--- src/rtl/mbet_pkg.sv ---
// mbet_pkg: shared types and constants for the mandelbrot escape-time unit
// used by mbet_ctrl, mbet_dp and mandelbrot_escape_time_unit; no dependencies
package mbet_pkg;

  // fixed-point format of c and z
  localparam int FRAC_BITS   = 28;
  localparam int COORD_W     = 32;
  localparam int PROD_W      = 2 * COORD_W;
  localparam int COUNT_WIDTH = 16;

  localparam logic signed [COORD_W-1:0] ONE     = COORD_W'(1) << FRAC_BITS;
  localparam logic signed [COORD_W-1:0] TWO     = COORD_W'(2) << FRAC_BITS;
  localparam logic signed [COORD_W-1:0] QUARTER = COORD_W'(1) << (FRAC_BITS - 2);

  // |z|^2 >= 4 when any bit at or above this position is set
  localparam int ESC_SHIFT = 2 * FRAC_BITS + 2;

  // (x+1)^2 + y^2 bound for the period-2 bulb: 1/16
  localparam logic signed [PROD_W-1:0] BULB_LIM = PROD_W'(1) << (2 * FRAC_BITS - 4);

  localparam logic [COUNT_WIDTH-1:0] MAX_ITER_RESET = COUNT_WIDTH'(1000);

  typedef struct packed {
    logic signed [COORD_W-1:0] c_real;
    logic signed [COORD_W-1:0] c_imag;
  } point_t;

  typedef struct packed {
    logic [COUNT_WIDTH-1:0] escape_count;
    logic                   inside_set;
  } result_t;

  typedef enum logic [2:0] {
    ST_IDLE,
    ST_CHK_MUL1,
    ST_CHK_SUM,
    ST_CHK_MUL2,
    ST_CHK_CMP,
    ST_IT_MUL,
    ST_IT_ADD
  } state_t;

  // controller to datapath
  typedef struct packed {
    logic capture;     // take a new point
    logic mul_en;      // register the three products
    logic mul_pre;     // multiplier operands for the interior check
    logic chk_load;    // latch q, q+xm, y^2/4 and the bulb result
    logic iter_start;  // z = c, count = 0
    logic iter_step;   // z = z*z + c, count + 1
    logic res_load;    // write the result register
    logic res_limit;   // result count is the limit rather than the counter
  } dp_cmd_t;

  // datapath to controller
  typedef struct packed {
    logic known_inside;  // point lies in the cardioid or the period-2 bulb
    logic escaped;       // |z|^2 >= 4
    logic at_limit;      // count reached max_iterations
    logic stuck;         // next z equals z
  } dp_status_t;

endpackage

--- src/rtl/mbet_ctrl.sv ---
// mbet_ctrl: sequencing state machine of the escape-time unit
// depends on mbet_pkg; drives mbet_dp through dp_cmd_t, reads dp_status_t

module mbet_ctrl
  import mbet_pkg::*;
(
  input  logic       clk,
  input  logic       rst,
  input  logic       point_valid,
  output logic       point_ready,
  output logic       result_valid,
  input  logic       result_ready,
  input  dp_status_t status,
  output dp_cmd_t    cmd
);

  state_t state, state_next;
  logic   slot_free;

  assign slot_free = !result_valid || result_ready;

  always_ff @(posedge clk) begin
    if (rst) begin
      state        <= ST_IDLE;
      result_valid <= 1'b0;
    end else begin
      state <= state_next;
      if (cmd.res_load) begin
        result_valid <= 1'b1;
      end else if (result_ready) begin
        result_valid <= 1'b0;
      end
    end
  end

  always_comb begin
    state_next  = state;
    cmd         = '0;
    point_ready = 1'b0;
    unique case (state)
      ST_IDLE: begin
        point_ready = 1'b1;
        if (point_valid) begin
          cmd.capture = 1'b1;
          state_next  = ST_CHK_MUL1;
        end
      end
      ST_CHK_MUL1: begin
        cmd.mul_en  = 1'b1;
        cmd.mul_pre = 1'b1;
        state_next  = ST_CHK_SUM;
      end
      ST_CHK_SUM: begin
        cmd.chk_load = 1'b1;
        state_next   = ST_CHK_MUL2;
      end
      ST_CHK_MUL2: begin
        cmd.mul_en = 1'b1;
        state_next = ST_CHK_CMP;
      end
      ST_CHK_CMP: begin
        if (status.known_inside) begin
          if (slot_free) begin
            cmd.res_load  = 1'b1;
            cmd.res_limit = 1'b1;
            state_next    = ST_IDLE;
          end
        end else begin
          cmd.iter_start = 1'b1;
          state_next     = ST_IT_MUL;
        end
      end
      ST_IT_MUL: begin
        cmd.mul_en = 1'b1;
        state_next = ST_IT_ADD;
      end
      ST_IT_ADD: begin
        if (status.escaped) begin
          if (slot_free) begin
            cmd.res_load = 1'b1;
            state_next   = ST_IDLE;
          end
        end else if (status.at_limit || status.stuck) begin
          if (slot_free) begin
            cmd.res_load  = 1'b1;
            cmd.res_limit = 1'b1;
            state_next    = ST_IDLE;
          end
        end else begin
          cmd.iter_step = 1'b1;
          state_next    = ST_IT_MUL;
        end
      end
      default: begin
        state_next = ST_IDLE;
      end
    endcase
  end

endmodule

--- config.mk ---
export PLATFORM = sky130hd
export DESIGN_NAME = mbet_ctrl
export DESIGN_NICKNAME = d
export VERILOG_FILES = /design/src/rtl/mbet_pkg.sv /design/src/rtl/mbet_ctrl.sv
export SDC_FILE = /design/constraint.sdc
export NUM_CORES = 1
export LEC_CHECK = 0
export ABC_AREA = 1
export BUFFER_PORTS_ARGS = -buffer_cell sky130_fd_sc_hd__buf_2
export CAP_MARGIN = 10
export CORE_AREA = 5 5 42 44
export CTS_CLUSTER_SIZE = 28
export DETAILED_ROUTE_END_ITERATION = 12
export DIE_AREA = 0 0 47 49
export GPL_ROUTABILITY_DRIVEN = 0
export GPL_TIMING_DRIVEN = 0
export PLACE_DENSITY_LB_ADDON = 0.08
export SKIP_CTS_REPAIR_TIMING = 1
export SYNTH_ARGS = -nofsm -noshare
export SYNTH_HDL_FRONTEND = slang
export SYNTH_SLANG_ARGS = --single-unit
export TNS_END_PERCENT = 30
--- constraint.sdc ---
create_clock -name clk -period 1.3 [get_ports clk]
set_clock_uncertainty 0.2 [all_clocks]
set_input_delay 0.26 -clock clk [delete_from_list [all_inputs] [get_ports clk]]
set_output_delay 0.26 -clock clk [all_outputs]
set_load 0.005 [all_outputs]
==> out/qor.csv <==
stage,metric,value,unit
route,vias per std cell,4.11,
global_route,initial antenna violation count,0,
min_path,Min-Delay Path Class,in2reg,
yosys,post-synthesis simple-gate area fraction,51.7,%
flow_run,max-capacitance violation count,0,
route,DRC viols,0,
yosys,post-synthesis compound-gate area fraction,10.5,%
worst_setup_path,Worst setup EP type,primary output,
pwr,switch share,38.6,%
route,ANT nets after route,0,
placed_design,I/O Buffers,17,
clock_tree,Worst-Skew Late Latency,0.23,ns
floorplanning,Core Rows,14,
clock_tree,Root Buffer,clkbuf_4,
pwr,pwr dens,1100,mW/mm^2
cells_and_area,# diodes,0,
worst_setup_path,Required @ worst endpoint,0.84,ns
timing,"Slew Viols, Final",0,
floorplanning,Starting Density,28.1,%
route,iteration-0 DRC count of the detailed router,0,
global_route,total track usage,8.87,%
pwr,P_leak,0.298,nW
pwr,clock power share,24.4,%
route,average routed wire per standard cell,9.22,um
worst_setup_path,worst-path maximum fanout,5,
clock_tree,Clock Sinks,4,
clock_tree,H-tree depth,1,
yosys,Synth Instances,58,
pwr,register share of total power,25.7,%
pwr,Int Pwr,0.383,mW
clock_tree,total CTS buffers,3,
yosys,post-synthesis mux area share,0,%
yosys,share of the synthesized area in the top cell type,20.3,%
worst_setup_path,data arrival time of the critical path,1.10,ns
route,vias,395,
yosys,Yosys top cell by area,dfxtp_1,
clock_tree,CTS tree,yes,
yosys,synthesized area,394,um^2
yosys,Synth Area in Adders,0,%
placed_design,dpl ws,-0.100,ns
cells_and_area,share of layout cells above drive strength 1,58.8,%
yosys,xor/xnor cell area share of the yosys netlist,0,%
timing,setup ws final,-0.258,ns
pwr,Sw Pwr,0.241,mW
yosys,yosys warns,0,
floorplanning,die width,47,um
worst_setup_path,Worst Setup Start Kind,flop,
cells_and_area,Area Growth Syn to Fin,43.8,%
placed_design,hpwl dp,746,um
yosys,Netlist cell types,19,
timing,fin crit share,120,%
clock_tree,Clock transition at path regs,0.04,ns
timing,fmax,0.642,GHz
yosys,Syn Nets,66,
global_route,largest net degree at the start of global routing,9,
worst_setup_path,WS Path Type,reg2out,
timing,final hold slack,0.00873,ns
cells_and_area,"leading cell type in the layout, fill and taps excluded",buf_2,
global_route,Overflow after GRT,0,
cells_and_area,most frequent cells in the layout,"17 x buf_2, 10 x nand2_1, 8 x inv_1",
clock_tree,CTS Buffer Depth,2,
cells_and_area,fin nets,90,
run_status,status,"finished, violations left",
cells_and_area,Filler cells,168,
route,DRT Pass-1 Iters,1,
floorplanning,core area,0.00140,mm^2
floorplanning,IO Count,18,
route,Routed WL,885,um
timing,Final min period,1.56,ns
global_route,first-pass GRT wire length,1450,um
timing,endpoints failing setup,9,
yosys,Syn Area/Cell,6.80,um^2
timing,final hold viol count,0,
pwr,Max VDD drop,476,uV
yosys,#FFs+latches synth,4,
timing,RSZ-0062 raised after global routing,true,
floorplanning,Die H,49,um
run_status,failing checks,negative setup slack,
timing,relative slew slack,83.4,%
yosys,post-synthesis sequential area ratio,20.3,%
global_route,number of global-route vias before repair,346,
floorplanning,die area,0.00230,mm^2
yosys,Synth area leaders,"dfxtp_1 20%, nand2_1 10%, nor2_2 7.9%",
timing,Worst Tran Pin Value,0.249,ns
pwr,logic gate share of total power,49.9,%
yosys,largest family of logic cells by synthesized area,simple AND/OR/NAND/NOR gates,
[final cells by class]
type	count	area (um^2)	share of cell area [%]
Inverter	11	46.3	8.17
Timing Repair Buffer	19	100	17.7
Tap cell	16	20.0	3.53
Multi-Input combinational cell	41	273	48.1
Sequential cell	4	82.6	14.6
Clock buffer	3	22.5	3.97
Buffer	2	22.5	3.97
[critical path, cell delays in order (launching register included)]
cell,delay [ns]
dfxtp_2,0.34
inv_4,0.10
nand2_4,0.07
nor2_4,0.12
nand3_2,0.07
nand2_1,0.06
buf_2,0.10
[power groups by stage]
| stage | Combinational, mW | Sequential, mW | Clock, mW |
|---|---|---|---|
| floorplan | 0.205 | 0.157 | 0 |
| finish | 0.311 | 0.160 | 0.152 |
| detailed placement | 0.285 | 0.160 | 0 |
| global route | 0.347 | 0.162 | 0.179 |
| global placement | 0.284 | 0.160 | 0 |
| CTS | 0.286 | 0.158 | 0.160 |
[final timing paths]
check                           slack [ns]     start  endpoint  cells after the start
worst max-delay path                 -0.26  state[0]    cmd[1]                      6
worst min-delay path                 0.009       rst  state[2]                      2
worst max register to register        0.10  state[1]  state[2]                      8
worst min register to register        0.42  state[0]  state[1]                      2
[cells in the mapped netlist]
cell / count
a21oi_1: 4
a21oi_2: 1
buf_6: 2
dfxtp_1: 4
inv_1: 8
inv_2: 1
inv_4: 2
nand2_1: 11
nand2_2: 2
nand2_4: 2
nand3_1: 4
nand3_2: 3
nand3b_1: 1
nor2_1: 3
nor2_2: 5
nor2_4: 2
nor3_1: 1
o211ai_1: 1
o21ai_0: 1
[sequential cells by signal, indices dropped and copies added (netlist names)]
signal,flops
result_valid,1
state,3
[cell families (layout without fill, tap and decap cells)]
kind of cell    count (synthesis)  after routing
compound gates                  7              7
simple gates                   34             34
buf+inv                        13             35
flops                           4              4
[routing by layer]
layer  GRT usage, %  up-vias  share of wire [%]
met4           5.53        0                1.4
met1           11.2      152                 46
met5              0        -                  0
li1               -      224                  -
met2           12.0       17                 44
met3           3.69        2                8.6
[through the flow]
stage	cell area [um^2]	TNS, ns	instances	power (mW)	utilization (%)
after floorplan	394	0	58	0.362	-
after global placement	499	-0.239	91	0.444	35.6
after detailed placement	499	-0.228	91	0.445	35.6
after CTS	522	-2.16	94	0.604	37.2
after global routing	567	-2.49	96	0.687	40.4
final	567	-1.81	96	0.624	40.4
No activity file was read; power rests on OpenSTA's default activity.
